==> config.mk <==
export PLATFORM = sky130hd
export DESIGN_NAME = pidab_ctrl
export DESIGN_NICKNAME = d
export VERILOG_FILES = /design/src/hw/rtl/pidab_pkg.sv /design/src/hw/rtl/pidab_ctrl.sv
export SDC_FILE = /design/constraint.sdc
export NUM_CORES = 1
export LEC_CHECK = 0
export ABC_AREA = 1
export BUFFER_PORTS_ARGS = -buffer_cell sky130_fd_sc_hd__buf_4
export CORE_UTILIZATION = 56
export DETAILED_ROUTE_END_ITERATION = 8
export PLACE_DENSITY = 0.86
export SYNTH_ARGS = -nofsm -noshare
export SYNTH_HDL_FRONTEND = slang
export SYNTH_SLANG_ARGS = --single-unit
==> constraint.sdc <==
create_clock -name clk -period 5.7 [get_ports clk]
set_clock_uncertainty 0.15 [all_clocks]
set_input_delay 1.14 -clock clk [delete_from_list [all_inputs] [get_ports clk]]
set_output_delay 1.14 -clock clk [all_outputs]
set_load 0.02 [all_outputs]
==> src/hw/rtl/pidab_pkg.sv <==
package pidab_pkg;

    localparam int CFG_IDX_W  = 3;
    localparam int CFG_DATA_W = 32;
    localparam int PC_W       = 4;

    localparam logic [CFG_IDX_W-1:0] CFG_OMIN   = 3'd0;
    localparam logic [CFG_IDX_W-1:0] CFG_OMAX   = 3'd1;
    localparam logic [CFG_IDX_W-1:0] CFG_PERIOD = 3'd2;
    localparam logic [CFG_IDX_W-1:0] CFG_RATE   = 3'd3;
    localparam logic [CFG_IDX_W-1:0] CFG_ALPHA  = 3'd4;
    localparam logic [CFG_IDX_W-1:0] CFG_KP     = 3'd5;
    localparam logic [CFG_IDX_W-1:0] CFG_KI     = 3'd6;
    localparam logic [CFG_IDX_W-1:0] CFG_KD     = 3'd7;

    localparam logic [31:0] RST_OMIN   = 32'hFC18_0000;
    localparam logic [31:0] RST_OMAX   = 32'd65536000;
    localparam logic [15:0] RST_PERIOD = 16'd66;
    localparam logic [15:0] RST_RATE   = 16'd1000;
    localparam logic [15:0] RST_ALPHA  = 16'd58982;
    localparam logic [23:0] RST_KP     = 24'd65536;
    localparam logic [23:0] RST_KI     = 24'd0;
    localparam logic [23:0] RST_KD     = 24'd0;

    localparam logic [2:0] ST_NORMAL      = 3'd0;
    localparam logic [2:0] ST_FAULT_FIRST = 3'd1;
    localparam logic [2:0] ST_FAULT_AGAIN = 3'd2;
    localparam logic [2:0] ST_REQ_OK      = 3'd3;
    localparam logic [2:0] ST_REQ_BUSY    = 3'd4;

    localparam logic signed [74:0] S48_MAX_W = 75'sd140737488355327;
    localparam logic signed [74:0] S48_MIN_W = -75'sd140737488355328;

    typedef struct packed {
        logic        req_type;
        logic [31:0] target;
        logic [31:0] actual;
        logic        inputs_valid;
        logic [23:0] new_kp;
        logic [23:0] new_ki;
        logic [23:0] new_kd;
    } in_item_t;

    typedef struct packed {
        logic [31:0] drive;
        logic [2:0]  status;
        logic        gains_applied;
    } out_item_t;

    typedef enum logic [1:0] {UK_ALU, UK_MUL, UK_DIV} kind_t;
    typedef enum logic [2:0] {C_ALWAYS, C_PEND, C_APGI, C_PRIMED, C_NOCOMMIT} cond_t;
    typedef enum logic [2:0] {A_ERR, A_DMEAS, A_RAW, A_FD, A_CAND, A_INTEG} asel_t;
    typedef enum logic [2:0] {B_GP, B_GI, B_GD, B_RATE, B_PERIOD, B_ALPHA, B_NALPHA} bsel_t;
    typedef enum logic [1:0] {D_NUM, D_MIN, D_MAX} dsel_t;
    typedef enum logic [3:0] {
        W_NONE, W_NUM, W_RAW, W_FD1, W_FD2, W_CAND, W_SUM0, W_SUMA,
        W_UNSAT, W_OUT, W_Q, W_LO, W_HI
    } wb_t;
    typedef enum logic [1:0] {AL_NONE, AL_APPLY, AL_CLAMPI, AL_FINISH} alu_t;
    typedef enum logic [1:0] {TK_NONE, TK_REQ, TK_FAULT, TK_VALID} tick_t;

    typedef struct packed {
        kind_t kind;
        cond_t cond;
        asel_t asel;
        bsel_t bsel;
        dsel_t dsel;
        wb_t   wb;
        alu_t  alu;
    } uop_t;

    typedef struct packed {
        logic  take_in;
        tick_t tick;
        logic  mul_start;
        asel_t asel;
        bsel_t bsel;
        logic  div_start;
        dsel_t dsel;
        wb_t   wb;
        alu_t  alu;
        logic  load_out;
    } dp_cmd_t;

    typedef struct packed {
        logic req_type;
        logic inputs_valid;
        logic pend_valid;
        logic primed;
        logic applied;
        logic gi_nz;
        logic commit;
        logic mul_done;
        logic div_done;
    } dp_stat_t;

    localparam logic [PC_W-1:0] PC_LAST = 4'd14;

    // Program of a valid tick
    function automatic uop_t get_uop(input logic [PC_W-1:0] pc);
        case (pc)
            4'd0:  return '{UK_ALU, C_PEND,     A_ERR,   B_GP,     D_NUM, W_NONE,  AL_APPLY};
            4'd1:  return '{UK_MUL, C_APGI,     A_ERR,   B_GP,     D_NUM, W_NUM,   AL_NONE};
            4'd2:  return '{UK_DIV, C_APGI,     A_ERR,   B_GP,     D_NUM, W_Q,     AL_NONE};
            4'd3:  return '{UK_DIV, C_APGI,     A_ERR,   B_GP,     D_MIN, W_LO,    AL_NONE};
            4'd4:  return '{UK_DIV, C_APGI,     A_ERR,   B_GP,     D_MAX, W_HI,    AL_NONE};
            4'd5:  return '{UK_ALU, C_APGI,     A_ERR,   B_GP,     D_NUM, W_NONE,  AL_CLAMPI};
            4'd6:  return '{UK_MUL, C_PRIMED,   A_DMEAS, B_RATE,   D_NUM, W_RAW,   AL_NONE};
            4'd7:  return '{UK_MUL, C_PRIMED,   A_FD,    B_ALPHA,  D_NUM, W_FD1,   AL_NONE};
            4'd8:  return '{UK_MUL, C_PRIMED,   A_RAW,   B_NALPHA, D_NUM, W_FD2,   AL_NONE};
            4'd9:  return '{UK_MUL, C_ALWAYS,   A_ERR,   B_PERIOD, D_NUM, W_CAND,  AL_NONE};
            4'd10: return '{UK_MUL, C_ALWAYS,   A_ERR,   B_GP,     D_NUM, W_SUM0,  AL_NONE};
            4'd11: return '{UK_MUL, C_ALWAYS,   A_FD,    B_GD,     D_NUM, W_SUMA,  AL_NONE};
            4'd12: return '{UK_MUL, C_ALWAYS,   A_CAND,  B_GI,     D_NUM, W_UNSAT, AL_NONE};
            4'd13: return '{UK_MUL, C_NOCOMMIT, A_INTEG, B_GI,     D_NUM, W_OUT,   AL_NONE};
            default: return '{UK_ALU, C_ALWAYS, A_ERR,   B_GP,     D_NUM, W_NONE,  AL_FINISH};
        endcase
    endfunction

    function automatic logic signed [47:0] sat48(input logic signed [74:0] x);
        if (x > S48_MAX_W) return S48_MAX_W[47:0];
        if (x < S48_MIN_W) return S48_MIN_W[47:0];
        return x[47:0];
    endfunction

    function automatic logic signed [63:0] clamp64(input logic signed [63:0] v,
                                                   input logic signed [63:0] lo,
                                                   input logic signed [63:0] hi);
        if (v < lo) return lo;
        if (v > hi) return hi;
        return v;
    endfunction

endpackage

==> src/hw/rtl/pidab_ctrl.sv <==
module pidab_ctrl
    import pidab_pkg::*;
(
    input  logic     clk,
    input  logic     rst_n,
    input  logic     in_valid,
    output logic     in_ready,
    output logic     out_valid,
    input  logic     out_ready,
    input  dp_stat_t stat,
    output dp_cmd_t  cmd
);

    typedef enum logic [5:0] {
        S_IDLE     = 6'b000001,
        S_DECODE   = 6'b000010,
        S_RUN      = 6'b000100,
        S_WAIT_MUL = 6'b001000,
        S_WAIT_DIV = 6'b010000,
        S_OUT      = 6'b100000
    } state_t;

    state_t          state_reg, state_next;
    logic [PC_W-1:0] pc_reg, pc_next;
    logic            out_valid_reg, out_valid_next;
    uop_t            u;
    logic            cond_ok;
    logic            adv;

    assign u        = get_uop(pc_reg);
    assign in_ready = (state_reg == S_IDLE);
    assign out_valid = out_valid_reg;

    always_comb
    begin
        case (u.cond)
            C_ALWAYS:   cond_ok = 1'b1;
            C_PEND:     cond_ok = stat.pend_valid;
            C_APGI:     cond_ok = stat.applied & stat.gi_nz;
            C_PRIMED:   cond_ok = stat.primed;
            C_NOCOMMIT: cond_ok = ~stat.commit;
            default:    cond_ok = 1'b0;
        endcase
    end

    always_comb
    begin
        state_next     = state_reg;
        pc_next        = pc_reg;
        out_valid_next = out_valid_reg & ~out_ready;
        adv            = 1'b0;
        cmd            = '0;
        cmd.take_in    = in_valid & in_ready;
        case (state_reg)
            S_IDLE:
            begin
                if (in_valid)
                begin
                    state_next = S_DECODE;
                end
            end
            S_DECODE:
            begin
                if (stat.req_type)
                begin
                    cmd.tick   = TK_REQ;
                    state_next = S_OUT;
                end
                else if (!stat.inputs_valid)
                begin
                    cmd.tick   = TK_FAULT;
                    state_next = S_OUT;
                end
                else
                begin
                    cmd.tick   = TK_VALID;
                    pc_next    = '0;
                    state_next = S_RUN;
                end
            end
            S_RUN:
            begin
                if (!cond_ok)
                begin
                    adv = 1'b1;
                end
                else
                begin
                    case (u.kind)
                        UK_MUL:
                        begin
                            cmd.mul_start = 1'b1;
                            cmd.asel      = u.asel;
                            cmd.bsel      = u.bsel;
                            state_next    = S_WAIT_MUL;
                        end
                        UK_DIV:
                        begin
                            cmd.div_start = 1'b1;
                            cmd.dsel      = u.dsel;
                            state_next    = S_WAIT_DIV;
                        end
                        default:
                        begin
                            cmd.alu = u.alu;
                            adv     = 1'b1;
                        end
                    endcase
                end
            end
            S_WAIT_MUL:
            begin
                if (stat.mul_done)
                begin
                    cmd.wb = u.wb;
                    adv    = 1'b1;
                end
            end
            S_WAIT_DIV:
            begin
                cmd.dsel = u.dsel;
                if (stat.div_done)
                begin
                    cmd.wb = u.wb;
                    adv    = 1'b1;
                end
            end
            S_OUT:
            begin
                // hold until the previous beat has left the output register
                if (!out_valid_reg || out_ready)
                begin
                    cmd.load_out   = 1'b1;
                    out_valid_next = 1'b1;
                    state_next     = S_IDLE;
                end
            end
            default: state_next = S_IDLE;
        endcase
        if (adv)
        begin
            if (pc_reg == PC_LAST)
            begin
                state_next = S_OUT;
            end
            else
            begin
                pc_next    = pc_reg + 1'b1;
                state_next = S_RUN;
            end
        end
    end

    always_ff @(posedge clk or negedge rst_n)
    begin
        if (!rst_n)
        begin
            state_reg     <= S_IDLE;
            pc_reg        <= '0;
            out_valid_reg <= 1'b0;
        end
        else
        begin
            state_reg     <= state_next;
            pc_reg        <= pc_next;
            out_valid_reg <= out_valid_next;
        end
    end

endmodule

# Yosys cells after proc, flatten, opt, wreduce, memory -nomap -nowiden
# Memory sizes are Yosys's and may differ from the RTL's.
# Cells that the tools add are included.
dict set report totals {
  register_bits 11
  mem_bits_ro 304
  word_cells 72
  mem_count 1
}
dict set report classes {
  addsub 1
  eq_ne 18
  muxes 38
  bitwise 5
  n_reduce_logical 6
}
# name depth word_bits read_ports rd_ports_with_merged_regs wr line
set memory_table {}
lappend memory_table {{(name not given)} 16 19 1 0 0 pidab_pkg.sv:101} ;# case (pc)
# cell count
set op_table {}
lappend op_table {{6-bit 2-to-1 mux} 7}
lappend op_table {{6-bit one-hot mux with 5 select lines} 1}
lappend op_table {{4-bit 2-to-1 mux} 7}
lappend op_table {{6-bit one-hot mux with 2 select lines} 1}
lappend op_table {{10-bit 2-to-1 mux} 1}
lappend op_table {{2-bit 2-to-1 mux} 5}
lappend op_table {{1-bit 2-to-1 mux} 9}
lappend op_table {{8-bit 2-to-1 mux} 1}
lappend op_table {{4-bit one-hot mux with 2 select lines} 1}
lappend op_table {{7-bit 2-to-1 mux} 1}
lappend op_table {{3-bit by 2-bit equality test with 1-bit output (second input constant)} 2}
lappend op_table {{6-bit by 1-bit equality test with 1-bit output (second input constant)} 1}
lappend op_table {{6-bit by 2-bit equality test with 1-bit output (second input constant)} 1}
lappend op_table {{6-bit by 3-bit equality test with 1-bit output (second input constant)} 1}
lappend op_table {{6-bit by 4-bit equality test with 1-bit output (second input constant)} 1}
lappend op_table {{6-bit by 5-bit equality test with 1-bit output (second input constant)} 1}
lappend op_table {{6-bit equality test (second input constant)} 1}
lappend op_table {{3-bit != test (second input constant)} 2}
lappend op_table {{1-bit one-hot mux with 5 select lines} 1}
lappend op_table {{5-bit AND reduction} 1}
lappend op_table {{4-bit by 1-bit adder with 4-bit output (second input constant)} 1}
lappend op_table {{4-bit equality test (second input constant)} 1}
lappend op_table {{4-bit by 2-bit != test with 1-bit output (second input constant)} 1}
lappend op_table {{2-bit one-hot mux with 2 select lines} 1}
lappend op_table {{other kinds (14)} 18}

# Longest topological paths before layout
# An unclocked memory read counts as a cell.
dict set report logic_depth {
  ltp_word 8
  depth_mapped 13
}

# Worst setup path after synthesis
# Ideal clock, no wire load.
dict set report synth_path {
  path_type {input to output}
  from {input port stat[2] (netlist bit)}
  to {output port cmd[10] (netlist bit)}
  arrival_ps 2065
  t_required_ps 4410
  slack_ps 2345
  stages 5
  n_path_buf 0
  path_cell_list {nor3_2 -> nor2_2 -> nand2_4 -> nand3_2 -> nor3_1}
}
# element line
set synth_rtl {}
lappend synth_rtl {{start: declaration} pidab_ctrl.sv:10} ;# input dp_stat_t stat,
lappend synth_rtl {{end: declaration} pidab_ctrl.sv:11} ;# output dp_cmd_t cmd

==> results_dict.tcl <==
set metrics [dict create \
    yosysSeqAreaShare 0.2278 \
    ys_warn_count 0 \
    drc 0 \
    cts_max_path_buffers 2 \
    htreeDepth 1 \
    dieArea_mm2 0.002358 \
    cap_violations 0 \
    place_congestion 0.9704 \
    gr-total-overflow 0 \
    critPathCaptureType "primary output" \
    cts_tree "built" \
    min_path_cells 2 \
    drt_iter0_markers 90 \
    cp.arrival_ns 2.48 \
    ys_ff_latch 11 \
    ir_worst_vdd_v 0.0002727 \
    report.final.slew_viol_count 0 \
    syn_area_mm2 0.001214 \
    cts_setup_buffers 0 \
    setup_violations 0 \
    ff2ff_path_depth 12 \
    fill_cells 162 \
    fin_crit_ns 3.771 \
    fp-row-count 16 \
    synth_edf_count 0 \
    die_h_um 48.56 \
    grt_pass1_vias 1283 \
    fmax_ghz 0.2652 \
    synthesis.nets 212 \
    io_pins 35 \
    grtUsageTotal 0.2934 \
    drt-pass1-iter-count 4 \
    path_max_fanout 9 \
    io_buffers 34 \
    vias_per_cell 5.452 \
    die_w_um 48.56 \
    crit_path_start_kind "register" \
    preCtsSetupSlack_ns 2.284 \
    cts_made_buffers 3 \
    clkSlewWorstSetupHoldPaths_ns 0.08 \
    ys_types 28 \
    worst_slew_pin_slew_ns 0.4786 \
    largest_reg_flops 6 \
    fp.coreArea_mm2 0.002002 \
    ys.flop_type "dfrtp_1" \
    grt_pass1_wl_um 5499 \
    setup_tns_ns 0 \
    grt_max_degree 17 \
    antenna_left 0 \
    antenna_cells 0 \
    leakage_nw 0.8807 \
    vias 1374 \
    drive_gt1_frac 0.2444 \
    area_delta_synth_final_pct 24.02 \
    final_nets 248 \
    hold_violations 0 \
    setup_ws_ns 1.929 \
    wire_per_inst_um 12.92 \
    slew_headroom 0.6809 \
    postCtsHoldBufs 0 \
    layout_common_cells "nand2_1 (40), buf_4 (34), inv_1 (32)" \
    hold_class "reg -> reg" \
    powerDensity_mw_per_mm2 336.6 \
    routed_wl_um 3257 \
    status "completed" \
    rsz0062_at_grt "false" \
    period_share 0.6616 \
    start_util 0.6063 \
    hpwl_um 2629 \
    async_flop_share 1.000 \
    required_ns 4.41 \
    final_common_cell "nand2_1" \
    syn-instance-count 190 \
    cts_root_buf "clkbuf_4" \
    cts.repair.resized 0 \
    avgSynthCellArea_um2 6.388 \
    crit_type "reg -> out" \
    antenna_found_initial 0 \
    clock-sinks 11 \
    insertion_delay_ns 0.27 \
]
==> cells in the mapped netlist (2+ instances only) <==
cell type	instances	area (um^2)
dfrtp_1	10	250.2
nor2_1	27	101.4
nand3_2	4	40.04
nand2_2	2	12.51
ha_1	9	112.6
inv_2	2	7.510
nor3_1	4	20.02
nand2_1	40	150.1
nor2_2	4	25.02
nand3_1	21	105.1
inv_1	32	120.1
nand4_1	5	31.28
a21oi_1	8	40.04
nand2_8	2	40.04
o21ai_0	7	35.03
==> per-stage QoR <==
stage | util | total power, mW | area, um^2 | instances | hold WS [ns]
detailed placement | 0.7388 | 0.4482 | 1479 | 248 | 0.3680
global placement | 0.7388 | 0.4348 | 1479 | 248 | 0.3625
floorplan | - | 0.3692 | 1214 | 190 | 0.3400
finish | 0.7519 | 0.5066 | 1505 | 252 | 0.3876
global route | 0.7519 | 0.5514 | 1505 | 252 | 0.4148
CTS | 0.7519 | 0.5030 | 1505 | 252 | 0.3854
==> logic make-up (layout without fill, tap and decap cells) <==
| family | Yosys count | after routing | share of synthesized area |
|---|---|---|---|
| compound gates | 20 | 20 | 0.09073 |
| xor+xnor | 1 | 1 | 0.007218 |
| buf+inv | 37 | 72 | 0.1247 |
| fa+ha+maj | 9 | 9 | 0.09279 |
| simple gates | 112 | 112 | 0.4567 |
| flops | 11 | 11 | 0.2278 |
==> critical path, cell delays in order (launching register included) <==
cell,delay [ns]
dfrtp_1,0.49
inv_1,0.25
ha_1,0.29
inv_1,0.09
nand2_1,0.06
nand3_1,0.11
inv_1,0.11
ha_1,0.17
inv_1,0.04
nor2_1,0.13
nand2_1,0.09
nand2_1,0.06
nand2_1,0.06
nor2_1,0.11
buf_4,0.15
==> where the power goes <==
part / switching [mW] / leakage (nW) / internal, mW
clock: 0.0281 / 0.0150 / 0.0270
combinational: 0.212 / 0.719 / 0.111
sequential: 0.0293 / 0.147 / 0.0995
==> path summary, 6_finish.rpt <==
kind | from | slack, ns | end
max | pc_reg[1] | 1.93 | cmd[8]
min in group asynchronous | rst_n | 0.54 | pc_reg[2]
max reg2reg | pc_reg[1] | 3.10 | state_reg[4]
min | state_reg[3] | 0.39 | state_reg[3]
max in group asynchronous | rst_n | 4.62 | state_reg[0]
min reg2reg | state_reg[3] | 0.39 | state_reg[3]
==> area by class of cell <==
cell class / count / area (um^2) / area share
Inverter: 34 / 127.6 / 0.08479
Clock buffer: 4 / 26.28 / 0.01746
Sequential cell: 11 / 276.5 / 0.1837
Timing Repair Buffer: 34 / 255.2 / 0.1696
Multi-Input combinational cell: 142 / 785.8 / 0.5220
Tap cell: 27 / 33.78 / 0.02244
==> layer usage <==
metal | GRT usage | vias up | wire length [um]
li1 | - | 679 | -
met1 | 0.3782 | 638 | 1419
met2 | 0.5164 | 53 | 1634
met3 | 0.04088 | 4 | 184
met4 | 0.06863 | 0 | 19
met5 | 0 | - | 0
Note: power is estimated with default switching activity, not from simulation.
